File: src/design/rlpf_pkg.sv
// ----------------------------------------------------------------------------
// rlpf_pkg
// Shared widths, constants and register indices of the resonant low-pass filter.
// ----------------------------------------------------------------------------
package rlpf_pkg;

  localparam int SAMPLE_W  = 16;
  localparam int COEF_W    = 9;
  localparam int VEL_W     = 18;
  localparam int SAMP_W    = 13;
  localparam int CFG_IDX_W = 3;

  localparam int VEL_MAX    = 131071;
  localparam int VEL_MIN    = -131072;
  localparam int OUT_OFFSET = 32'h8000;
  localparam int OUT_MAX    = 65535;

  localparam logic signed [SAMP_W-1:0] SAMP_CENTRE = 13'sh800;

  localparam logic [COEF_W-1:0] CUT_RESET = 9'd64;
  localparam logic [COEF_W-1:0] RES_RESET = 9'd253;
  localparam logic [COEF_W-1:0] MIX_RESET = 9'd0;

  localparam logic [CFG_IDX_W-1:0] REG_CUT_CH0 = 3'd0;
  localparam logic [CFG_IDX_W-1:0] REG_CUT_CH1 = 3'd1;
  localparam logic [CFG_IDX_W-1:0] REG_RES_CH0 = 3'd2;
  localparam logic [CFG_IDX_W-1:0] REG_RES_CH1 = 3'd3;
  localparam logic [CFG_IDX_W-1:0] REG_MIX_CH0 = 3'd4;
  localparam logic [CFG_IDX_W-1:0] REG_MIX_CH1 = 3'd5;

endpackage

File: src/design/resonant_lowpass_filter_unit.sv
// an accepted transaction steps through S_MUL_MIX, S_MUL_RES and S_MUL_CUT to S_OUT, with
// MP_W = max(FRAC_BITS+2, 10) as the multiplier operand width in bits
// a new transaction is taken only in S_IDLE, once the last result has entered the output
// register; the one bit-serial shift-add multiplier forms the three products one after another
// reset: coefficients return to their defaults, height and velocity of every channel to zero
// ----------------------------------------------------------------------------
// resonant_lowpass_filter_unit
// Multi-channel resonant two-pole low-pass filter, mass-spring model, Q fixed point.
// ----------------------------------------------------------------------------
module resonant_lowpass_filter_unit
  import rlpf_pkg::*;
#(
  parameter int FRAC_BITS  = 8,
  parameter int CLIP_LIMIT = 2048,
  parameter int CHANNELS   = 2
) (
  input  logic                 clk_i,
  input  logic                 rst_ni,
  input  logic                 cfg_we_i,
  input  logic [CFG_IDX_W-1:0] cfg_idx_i,
  input  logic [COEF_W-1:0]    cfg_wdata_i,
  input  logic                 in_valid_i,
  output logic                 in_ready_o,
  input  logic                 channel_i,
  input  logic [SAMPLE_W-1:0]  sample_in_i,
  output logic                 out_valid_o,
  input  logic                 out_ready_i,
  output logic [SAMPLE_W-1:0]  sample_out_o
);

  localparam int FIX_ONE  = 1 << FRAC_BITS;
  localparam int MP_W     = (FRAC_BITS + 2 > 10) ? FRAC_BITS + 2 : 10;
  localparam int HEIGHT_W = $clog2(CLIP_LIMIT) + 2;
  localparam int LPIN_W   = SAMP_W + MP_W - FRAC_BITS;
  localparam int DIFF_W   = ((LPIN_W > HEIGHT_W) ? LPIN_W : HEIGHT_W) + 1;
  localparam int MC_W     = (DIFF_W > VEL_W) ? DIFF_W : VEL_W;
  localparam int ACC_W    = MC_W + MP_W;
  localparam int PS_W     = ACC_W - FRAC_BITS;
  localparam int VS_W     = PS_W + 1;
  localparam int H_W      = ((HEIGHT_W > VEL_W) ? HEIGHT_W : VEL_W) + 1;
  localparam int OP_W     = H_W + 4;
  localparam int CNT_W    = $clog2(MP_W);
  localparam int CH_IDX_W = (CHANNELS > 1) ? $clog2(CHANNELS) : 1;

  localparam logic signed [VS_W-1:0]     VS_MAX   = VS_W'(VEL_MAX);
  localparam logic signed [VS_W-1:0]     VS_MIN   = VS_W'(VEL_MIN);
  localparam logic signed [H_W-1:0]      H_CLIP_P = H_W'(CLIP_LIMIT);
  localparam logic signed [H_W-1:0]      H_CLIP_N = H_W'(-CLIP_LIMIT);
  localparam logic signed [OP_W-1:0]     OP_OFFS  = OP_W'(OUT_OFFSET);
  localparam logic signed [OP_W-1:0]     OP_MAX   = OP_W'(OUT_MAX);
  localparam logic signed [HEIGHT_W-1:0] HT_CLIP  = HEIGHT_W'(CLIP_LIMIT);

  typedef enum logic [2:0] {
    S_IDLE,
    S_MUL_MIX,
    S_MUL_RES,
    S_MUL_CUT,
    S_OUT
  } state_e;

  // control state
  state_e                     state_q, state_d;
  logic [CNT_W-1:0]           cnt_q, cnt_d;
  logic                       out_valid_q, out_valid_d;
  logic [COEF_W-1:0]          cut_q [2];
  logic [COEF_W-1:0]          res_q [2];
  logic [COEF_W-1:0]          mix_q [2];
  logic signed [HEIGHT_W-1:0] height_q [CHANNELS];
  logic signed [VEL_W-1:0]    vel_q [CHANNELS];

  // datapath
  logic                       cb_q, cb_d;
  logic [CH_IDX_W-1:0]        ch_q, ch_d;
  logic signed [ACC_W-1:0]    mc_q, mc_d;
  logic [MP_W-1:0]            mp_q, mp_d;
  logic signed [ACC_W-1:0]    acc_q, acc_d;
  logic signed [LPIN_W-1:0]   lpin_q, lpin_d;
  logic signed [PS_W-1:0]     fm2_q, fm2_d;
  logic [SAMPLE_W-1:0]        result_q, result_d;
  logic [SAMPLE_W-1:0]        out_q, out_d;

  logic                       in_fire, mul_last, out_free, commit;
  logic signed [SAMP_W-1:0]   samp;
  logic signed [ACC_W-1:0]    addend, acc_step;
  logic signed [PS_W-1:0]     prod_shr;
  logic signed [HEIGHT_W-1:0] h_cur;
  logic signed [VEL_W-1:0]    v_cur;
  logic signed [DIFF_W-1:0]   diff;
  logic signed [VS_W-1:0]     vel_sum;
  logic signed [VEL_W-1:0]    vel_sat;
  logic signed [H_W-1:0]      h_sum;
  logic signed [HEIGHT_W-1:0] h_clip;
  logic signed [OP_W-1:0]     out_pre;
  logic [SAMPLE_W-1:0]        out_sat;

  assign in_ready_o   = (state_q == S_IDLE);
  assign in_fire      = in_valid_i && in_ready_o;
  assign out_valid_o  = out_valid_q;
  assign sample_out_o = out_q;
  assign out_free     = !out_valid_q || out_ready_i;
  assign mul_last     = (cnt_q == CNT_W'(MP_W - 1));
  assign commit       = (state_q == S_MUL_CUT) && mul_last;

  assign samp  = $signed({1'b0, sample_in_i[SAMPLE_W-1:4]}) - SAMP_CENTRE;
  assign h_cur = height_q[ch_q];
  assign v_cur = vel_q[ch_q];

  // one shift-add step; the top multiplier bit carries negative weight
  assign addend   = mp_q[0] ? (mul_last ? -mc_q : mc_q) : '0;
  assign acc_step = acc_q + addend;
  assign prod_shr = PS_W'(acc_step >>> FRAC_BITS);

  assign diff = DIFF_W'(lpin_q) - DIFF_W'(h_cur);

  always_comb begin
    vel_sum = VS_W'(fm2_q) + VS_W'(prod_shr);
    if (vel_sum > VS_MAX) begin
      vel_sat = VEL_W'(VS_MAX);
    end else if (vel_sum < VS_MIN) begin
      vel_sat = VEL_W'(VS_MIN);
    end else begin
      vel_sat = VEL_W'(vel_sum);
    end
    h_sum   = H_W'(h_cur) + H_W'(vel_sat);
    out_pre = (OP_W'(h_sum) <<< 3) + OP_OFFS;
    if (out_pre < 0) begin
      out_sat = '0;
    end else if (out_pre > OP_MAX) begin
      out_sat = '1;
    end else begin
      out_sat = out_pre[SAMPLE_W-1:0];
    end
    if (h_sum > H_CLIP_P) begin
      h_clip = HT_CLIP;
    end else if (h_sum < H_CLIP_N) begin
      h_clip = -HT_CLIP;
    end else begin
      h_clip = HEIGHT_W'(h_sum);
    end
  end

  always_comb begin
    state_d     = state_q;
    cnt_d       = cnt_q;
    out_valid_d = out_valid_q;
    cb_d        = cb_q;
    ch_d        = ch_q;
    mc_d        = mc_q;
    mp_d        = mp_q;
    acc_d       = acc_q;
    lpin_d      = lpin_q;
    fm2_d       = fm2_q;
    result_d    = result_q;
    out_d       = out_q;

    if (out_valid_q && out_ready_i) begin
      out_valid_d = 1'b0;
    end

    case (state_q)
      S_IDLE: begin
        if (in_fire) begin
          cb_d    = channel_i;
          ch_d    = (CHANNELS > 1) ? CH_IDX_W'(channel_i) : '0;
          mc_d    = ACC_W'(samp);
          mp_d    = MP_W'(FIX_ONE) - MP_W'(mix_q[channel_i]);
          acc_d   = '0;
          cnt_d   = '0;
          state_d = S_MUL_MIX;
        end
      end
      S_MUL_MIX, S_MUL_RES, S_MUL_CUT: begin
        acc_d = acc_step;
        mc_d  = mc_q <<< 1;
        mp_d  = mp_q >> 1;
        cnt_d = cnt_q + 1'b1;
        if (mul_last) begin
          acc_d = '0;
          cnt_d = '0;
          case (state_q)
            S_MUL_MIX: begin
              lpin_d  = LPIN_W'(prod_shr);
              mc_d    = ACC_W'(v_cur);
              mp_d    = MP_W'(res_q[cb_q]);
              state_d = S_MUL_RES;
            end
            S_MUL_RES: begin
              fm2_d   = prod_shr;
              mc_d    = ACC_W'(diff);
              mp_d    = MP_W'(cut_q[cb_q]);
              state_d = S_MUL_CUT;
            end
            default: begin
              result_d = out_sat;
              state_d  = S_OUT;
            end
          endcase
        end
      end
      S_OUT: begin
        if (out_free) begin
          out_d       = result_q;
          out_valid_d = 1'b1;
          state_d     = S_IDLE;
        end
      end
      default: begin
        state_d = S_IDLE;
      end
    endcase
  end

  always_ff @(posedge clk_i or negedge rst_ni) begin
    if (!rst_ni) begin
      state_q     <= S_IDLE;
      cnt_q       <= '0;
      out_valid_q <= 1'b0;
      out_q       <= '0;
      for (int i = 0; i < 2; i++) begin
        cut_q[i] <= CUT_RESET;
        res_q[i] <= RES_RESET;
        mix_q[i] <= MIX_RESET;
      end
      for (int i = 0; i < CHANNELS; i++) begin
        height_q[i] <= '0;
        vel_q[i]    <= '0;
      end
    end else begin
      state_q     <= state_d;
      cnt_q       <= cnt_d;
      out_valid_q <= out_valid_d;
      out_q       <= out_d;
      if (cfg_we_i) begin
        case (cfg_idx_i)
          REG_CUT_CH0: cut_q[0] <= cfg_wdata_i;
          REG_CUT_CH1: cut_q[1] <= cfg_wdata_i;
          REG_RES_CH0: res_q[0] <= cfg_wdata_i;
          REG_RES_CH1: res_q[1] <= cfg_wdata_i;
          REG_MIX_CH0: mix_q[0] <= cfg_wdata_i;
          REG_MIX_CH1: mix_q[1] <= cfg_wdata_i;
          default: ;
        endcase
      end
      if (commit) begin
        height_q[ch_q] <= h_clip;
        vel_q[ch_q]    <= vel_sat;
      end
    end
  end

  always_ff @(posedge clk_i) begin
    cb_q     <= cb_d;
    ch_q     <= ch_d;
    mc_q     <= mc_d;
    mp_q     <= mp_d;
    acc_q    <= acc_d;
    lpin_q   <= lpin_d;
    fm2_q    <= fm2_d;
    result_q <= result_d;
  end

  // an accepted transaction starts the first product at once
  a_accept_starts: assert property (@(posedge clk_i) disable iff (!rst_ni)
    in_fire |=> (state_q == S_MUL_MIX) && (cnt_q == '0) && !in_ready_o)
    else $error("accepted transaction did not start the multiplier");

  // the bit counter never runs past the operand width
  a_cnt_bound: assert property (@(posedge clk_i) disable iff (!rst_ni)
    (state_q == S_MUL_MIX || state_q == S_MUL_RES || state_q == S_MUL_CUT)
      |-> (cnt_q <= CNT_W'(MP_W - 1)))
    else $error("multiplier bit counter out of range");

  // stored height stays within the clip range after an update
  a_height_clip: assert property (@(posedge clk_i) disable iff (!rst_ni)
    commit |=> (height_q[ch_q] <= HT_CLIP) && (height_q[ch_q] >= -HT_CLIP))
    else $error("stored height outside clip range");

  // a finished result reaches the output register when it is free
  a_result_out: assert property (@(posedge clk_i) disable iff (!rst_ni)
    (state_q == S_OUT) && out_free |=> out_valid_q && (out_q == $past(result_q)))
    else $error("finished result not presented");

endmodule

File: config.mk
export PLATFORM = sky130hd
export DESIGN_NAME = resonant_lowpass_filter_unit
export DESIGN_NICKNAME = d
export VERILOG_FILES = /design/src/design/rlpf_pkg.sv /design/src/design/resonant_lowpass_filter_unit.sv
export SDC_FILE = /design/constraint.sdc
export NUM_CORES = 1
export LEC_CHECK = 0
export BUFFER_PORTS_ARGS = -buffer_cell sky130_fd_sc_hd__buf_2
export CORE_MARGIN = 2
export CORE_UTILIZATION = 47
export CTS_BUF_LIST = sky130_fd_sc_hd__clkbuf_2
export DETAILED_ROUTE_END_ITERATION = 8
export PLACE_DENSITY_LB_ADDON = 0.25
export SYNTH_ARGS = -nofsm -noshare
export SYNTH_HDL_FRONTEND = slang
export SYNTH_SLANG_ARGS = --single-unit
File: constraint.sdc
create_clock -name clk_i -period 12 [get_ports clk_i]
set_input_delay 0 -clock clk_i [delete_from_list [all_inputs] [get_ports clk_i]]
set_output_delay 0 -clock clk_i [all_outputs]
set_load 0.01 [all_outputs]
==> Yosys cells after proc, flatten, opt, wreduce, memory -nomap -nowiden <==
Index checks and enable logic that the tools add are counted.
{ "word_totals": {"ff_bits": 258, "elab_cells": 129} }
{ "op_classes": {"eq_ne": 13, "n_mux": 50, "add_sub_neg": 9, "n_reduce_logical": 24, "n_lt_le_gt_ge": 9, "bitwise_logic": 3} }
{ "ops": {"columns": ["cell", "n"], "rows": [
  ["2-to-1 mux 28 bit", 6],
  ["case mux 28 bit (2 select lines)", 3],
  ["2-to-1 mux 18 bit", 6],
  ["2-to-1 mux 9 bit", 10],
  ["2-to-1 mux 13 bit", 6],
  ["bitwise mux 36 bit", 1],
  ["adder 28 bit", 1],
  ["negator 28 bit", 1],
  ["bitwise mux 26 bit", 1],
  ["adder 22 x 17 -> 23 bit, second input constant", 1],
  ["greater-than comparator 23 x 17 -> 1 bit, second input constant", 1],
  ["< comparator 23 x 1 -> 1 bit, second input constant", 1],
  ["adder 20 x 20 -> 21 bit", 1],
  ["greater-than comparator 21 x 18 -> 1 bit, second input constant", 1],
  ["< comparator 21 x 18 -> 1 bit, second input constant", 1],
  ["case mux 10 bit (2 select lines)", 1],
  ["adder 13 x 18 -> 19 bit", 1],
  ["greater-than comparator 19 x 13 -> 1 bit, second input constant", 1],
  ["< comparator 19 x 12 -> 1 bit, second input constant", 1],
  ["demux 18 bit (select 1 bit)", 1],
  ["case mux 9 bit (2 select lines)", 1],
  ["AND reduction 2 bit", 9],
  ["2-to-1 mux 16 bit", 1],
  ["subtractor 15 x 13 -> 16 bit", 1],
  ["other kinds (29)", 50]
]} }

==> Logic depth before layout (Yosys ltp) <==
{ "logic_depth": {"word_depth": 13, "ltp_mapped": 49, "depth_no_buf": 46} }

==> Worst setup path after synthesis <==
Ideal clock, no wire load.
{ "synth_timing": {"kind": "reg2reg", "from": "reg cnt_q[1]", "to": "reg height_q[1] (netlist name)", "t_required_ps": 11926, "setup_time_ps": 74, "synth_period_minus_slack_ps": 8639, "t_arrival_ps": 8565, "n_path_buf": 3, "path_stages_with_launch": 46, "setup_slack_ps": 3361, "cell_sequence": "dfrtp_1 inv_1 ha_1 nand2_1 or2_2 clkbuf_1 or3_2 a21boi_0 ha_1 nor2b_1 o21a_1 o21ai_0 a21oi_1 a31oi_1 o21bai_1 a21o_1 a21oi_1 xnor2_1 [10 not listed] ha_1 inv_1 fa_1 nor2b_1 o31a_1 o221a_2 o31a_4 xnor2_2 inv_1 ha_1 and4_1 nand4_1 and4b_1 nand4_1 a211oi_2 a31oi_1 buf_6 o21ai_2"} }
{ "synth_via": {"elab_chain_len": 13, "word_cells_on_any_way": 16, "classes_between": "3 x add/sub; 4 x order compare; 1 x eq/ne; 7 x mux; 1 x reduce/logical"} }
{ "synth_lines": {"columns": ["item", "line", "source"], "rows": [
  ["start: declaration", "resonant_lowpass_filter_unit.sv:63", "logic [CNT_W-1:0] cnt_q, cnt_d;"],
  ["start signal: assignment", "resonant_lowpass_filter_unit.sv:230", "cnt_q <= cnt_d;"],
  ["equality test 4 bit (*)", "resonant_lowpass_filter_unit.sv:101", "assign mul_last = (cnt_q == CNT_W'(MP_W - 1));"],
  ["2-to-1 mux 28 bit (*) (2 in a row)", "resonant_lowpass_filter_unit.sv:109", "assign addend = mp_q[0] ? (mul_last ? -mc_q : mc_q) : '0;"],
  ["adder 28 bit (*)", "resonant_lowpass_filter_unit.sv:110", "assign acc_step = acc_q + addend;"],
  ["via acc_step[20]", "resonant_lowpass_filter_unit.sv:84", "logic signed [ACC_W-1:0] addend, acc_step;"],
  ["adder 20 x 20 -> 21 bit (*)", "resonant_lowpass_filter_unit.sv:116", "vel_sum = VS_W'(fm2_q) + VS_W'(prod_shr);"],
  ["< comparator 21 x 18 -> 1 bit", "resonant_lowpass_filter_unit.sv:119", "end else if (vel_sum < VS_MIN) begin"],
  ["2-to-1 mux 18 bit", "resonant_lowpass_filter_unit.sv:119", null],
  ["2-to-1 mux 18 bit (*)", "resonant_lowpass_filter_unit.sv:117", "if (vel_sum > VS_MAX) begin"],
  ["via vel_sat[0]", "resonant_lowpass_filter_unit.sv:90", "logic signed [VEL_W-1:0] vel_sat;"],
  ["adder 13 x 18 -> 19 bit (*)", "resonant_lowpass_filter_unit.sv:124", "h_sum = H_W'(h_cur) + H_W'(vel_sat);"],
  ["< comparator 19 x 12 -> 1 bit", "resonant_lowpass_filter_unit.sv:135", "end else if (h_sum < H_CLIP_N) begin"],
  ["2-to-1 mux 13 bit", "resonant_lowpass_filter_unit.sv:135", null],
  ["2-to-1 mux 13 bit (*)", "resonant_lowpass_filter_unit.sv:133", "if (h_sum > H_CLIP_P) begin"],
  ["bitwise mux 26 bit (*)", "resonant_lowpass_filter_unit.sv:245", "height_q[ch_q] <= h_clip;"],
  ["end signal: indexed assignment", "resonant_lowpass_filter_unit.sv:245", null],
  ["end: declaration", "resonant_lowpass_filter_unit.sv:68", "logic signed [HEIGHT_W-1:0] height_q [CHANNELS];"]
]} }
Mark *: on every way through the listed nets, which the timed path passes. The rest lies on a longest branch.
A chain may end at the register's enable or synchronous reset.

==> Worst setup path in the final report <==
{ "layout_timing": {"from": "reg mc_q[0]", "to": "reg result_q[4] (data pin)"} }
{ "layout_via": {"elab_chain_len": 12, "word_cells_on_any_way": 14, "classes_between": "5 x add/sub; 4 x order compare; 5 x mux"} }
{ "layout_lines": {"columns": ["item", "line", "source"], "rows": [
  ["start: declaration", "resonant_lowpass_filter_unit.sv:74", "logic signed [ACC_W-1:0] mc_q, mc_d;"],
  ["start signal: assignment", "resonant_lowpass_filter_unit.sv:254", "mc_q <= mc_d;"],
  ["negator 28 bit", "resonant_lowpass_filter_unit.sv:109", null],
  ["2-to-1 mux 28 bit (*) (2 in a row)", "resonant_lowpass_filter_unit.sv:109", null],
  ["adder 28 bit (*)", "resonant_lowpass_filter_unit.sv:110", null],
  ["via acc_step[19]", "resonant_lowpass_filter_unit.sv:84", null],
  ["adder 20 x 20 -> 21 bit (*)", "resonant_lowpass_filter_unit.sv:116", null],
  ["< comparator 21 x 18 -> 1 bit", "resonant_lowpass_filter_unit.sv:119", null],
  ["2-to-1 mux 18 bit", "resonant_lowpass_filter_unit.sv:119", null],
  ["2-to-1 mux 18 bit (*)", "resonant_lowpass_filter_unit.sv:117", null],
  ["via vel_sat[2]", "resonant_lowpass_filter_unit.sv:90", null],
  ["adder 13 x 18 -> 19 bit (*)", "resonant_lowpass_filter_unit.sv:124", null],
  ["adder 22 x 17 -> 23 bit (*)", "resonant_lowpass_filter_unit.sv:125", "out_pre = (OP_W'(h_sum) <<< 3) + OP_OFFS;"],
  ["greater-than comparator 23 x 17 -> 1 bit", "resonant_lowpass_filter_unit.sv:128", "end else if (out_pre > OP_MAX) begin"],
  ["2-to-1 mux 16 bit", "resonant_lowpass_filter_unit.sv:128", null],
  ["end signal: assignment", "resonant_lowpass_filter_unit.sv:259", "result_q <= result_d;"],
  ["end: declaration", "resonant_lowpass_filter_unit.sv:79", "logic [SAMPLE_W-1:0] result_q, result_d;"]
]} }
Marked as above.

==> qor.txt <==
share of layout cells above drive strength 1: 19.3%
die height: 187 um
status: finished clean
Synth top area share: 22.2%
max_slew headroom: 20.1%
critical path peak fanout: 14
DRC Markers: 0
initial core utilization: 48.0%
leading area contributor after synthesis: edfxtp_1
Tot GR Track Use: 21.7%
number of synthesized flops with an enable pin: 116
clock tree sinks: 254
H-tree level count: 3
gate count after technology mapping: 1522
Worst Path Required: 12.61 ns
PnR worst setup slack: 1.22 ns
Setup Buffers After CTS: 0
#FFs+latches synth: 254
clock root cell: clkbuf_2
Die W: 187 um
final hold viol count: 0
final setup TNS: 0 ns
total CTS buffers: 70
largest net degree at the start of global routing: 65
Min Hold Slack: 0.148 ns
via count: 12075
Post-Syn Area per Cell: 10.3 um^2
crit-path max cell delay: 0.81 ns
actual slew at the worst max-slew pin: 1.19 ns
Cell Area, Synth: 15700 um^2
Clock Path Buffers: 3
vias per cell: 5.63
Arr. time, crit path: 11.39 ns
total gr overflow: 0
final instance area: 17600 um^2
Hold WC Path Type: in -> reg
CTS tree: yes
Max Cap Viol: 0
routed wl met3: 1700 um
GP Congestion: 0.838
max-slew violations: 0
Synth Net Count: 1651
Die Footprint: 34900 um^2
crit path launch type: flip-flop
Netlist cell types: 88
RSZ-0062 raised after global routing: false
DR WL met2: 18200 um
max layer used: met4
num ports: 52
Clock Latency Late Sink: 0.90 ns
Ys Warns: 0
Worst Setup End Kind: flip-flop
Post-Place Setup Slack: 1.39 ns
nets: 1775
Post-synth ARST share: 54.3%
Synth-to-Final Area Change: 12.0%
wl on met1: 16600 um
Max Fclk: 92.7 MHz
Worst path slowest cell: a21oi_1
post-synthesis sequential area ratio: 44.3%
DRT Wirelength: 37300 um
iteration count of the initial detailed-routing pass: 6
Top FF cell, synth: dfrtp_1
Core Footprint: 32700 um^2
Initial DRC Count: 725
worst clock skew: 0.0757 ns
post-layout min period: 10.78 ns
WL per Instance: 17.4 um
first-pass GRT wire length: 61300 um
final cycle utilization of the critical path: 89.9%
initial antenna violation count: 2
number of global-route vias before repair: 11868
DP Area: 16300 um^2
CP Class: reg -> reg
clk slew on worst S/H paths: 0.10 ns
DRT antenna net count: 0
Port Buffers: 47
hpwl dp: 25900 um
row cnt: 66
Area contributors post-synth: edfxtp_1 (22%), dfrtp_1 (19%), ha_1 (7.3%)
Setup Viol. Count Final: 0
Top cell by count, worst path: ha_1
worst max-delay path: cells and delay by family, from the launching register on:
kind | cells | cell delay [ns]
buffers and inverters | 1 | 0.11
AND/OR/NAND/NOR | 11 | 2.28
XOR/XNOR | 2 | 0.52
flip-flops | 1 | 0.52
AO/OA/AOI/OAI | 18 | 5.95
adder cells (fa/ha/maj) | 4 | 1.09
worst paths after layout:
path | endpoint | slack, ns | cells after the start | startpoint
worst max-delay path | result_q[4] | 1.22 | 36 | mc_q[0]
worst min-delay path | ch_q | 0.15 | 2 | channel_i
worst max register to register | result_q[4] | 1.22 | 36 | mc_q[0]
worst min register to register | sample_out_o[3] | 0.47 | 1 | result_q[3]
max in group asynchronous | state_q[1] | 10.91 | 4 | rst_ni
min in group asynchronous | res_q[14] | 0.26 | 3 | rst_ni
logic make-up after synthesis:
| group | after synthesis | synth area share (%) |
|---|---|---|
| compound gates | 386 | 16.2 |
| simple gates | 450 | 14.5 |
| xor+xnor | 94 | 5.39 |
| mux | 127 | 8.79 |
| flops | 254 | 44.3 |
| fa+ha+maj | 95 | 7.77 |
| buf+inv | 116 | 3.04 |
sequential cells by signal, summed over array words and instances (netlist names):
register / count
acc_q: 28
height_q: 26
ch_q: 1
sample_out_o: 14
state_q: 3
result_q: 14
mix_q: 18
fm2_q: 20
mp_q: 10
lpin_q: 15
cnt_q: 4
mc_q: 28
cut_q: 18
out_valid_o: 1
vel_q: 36
res_q: 18
synth_stat cells (16+ instances only):
library cell,n
o211ai_1,26
a21o_1,30
a21oi_1,92
ha_1,91
inv_1,46
o21a_1,17
mux2_2,82
xnor2_1,45
nor2_1,99
dfrtp_1,122
nor3_1,31
o21ai_0,86
mux2i_1,44
dfstp_2,16
and2_1,29
nand2b_1,28
nand2_1,138
clkbuf_1,54
nand3_1,27
and3_1,24
edfxtp_1,116
xor2_1,46
per-layer routing:
metal	vias up	GRT usage (%)
li1	5902	-
met1	5836	27.6
met2	271	37.2
met3	66	4.42
met4	0	6.81
met5	-	0
stage by stage:
step	std cells	utilization, %
6_report	2145	53.7
5_1_grt	2145	53.7
4_1_cts	2143	53.7
3_5_place_dp	1960	50.0
3_3_place_gp	1960	50.0
2_1_floorplan	1522	-
layout make-up:
cell class,count,area [um^2]
repair buffers,120,947
clock inverters,13,75.1
fillers,3000,15100
multi-input cells,1152,8280
flip-flops and latches,254,6960
well taps,442,553
clock buffers,114,571
diodes,2,5.00
inverters,48,180
cell usage in the layout, fill, tap and decap left out, types with 11 or more instances in the layout:
cell type,count
nor2_1,98
a211oi_1,13
o21a_1,17
dfrtp_1,122
buf_2,46
clkinv_1,11
dfstp_2,16
dlygate4sd3_1,55
mux2i_1,44
o21ai_2,11
nand3_1,27
o211ai_1,26
a21oi_1,92
o21ai_1,15
a221oi_1,12
and3_1,24
nand2b_1,28
inv_1,45
edfxtp_1,116
ha_1,91
and2_1,29
o21ai_0,85
xnor2_1,45
clkbuf_2,114
xor2_1,46
nand2_1,138
a31oi_1,13
nor2b_1,15
nor3_1,31
buf_4,17
mux2_2,82
a21o_1,30
what timing repair did:
action                                 CTS  global route
endpoints found under the hold margin  236             0
hold buffers                            56             0
resized for setup                        0             0
Power is not shown: default switching activity piles up to over one toggle a cycle in this logic, so the estimate is an artifact.
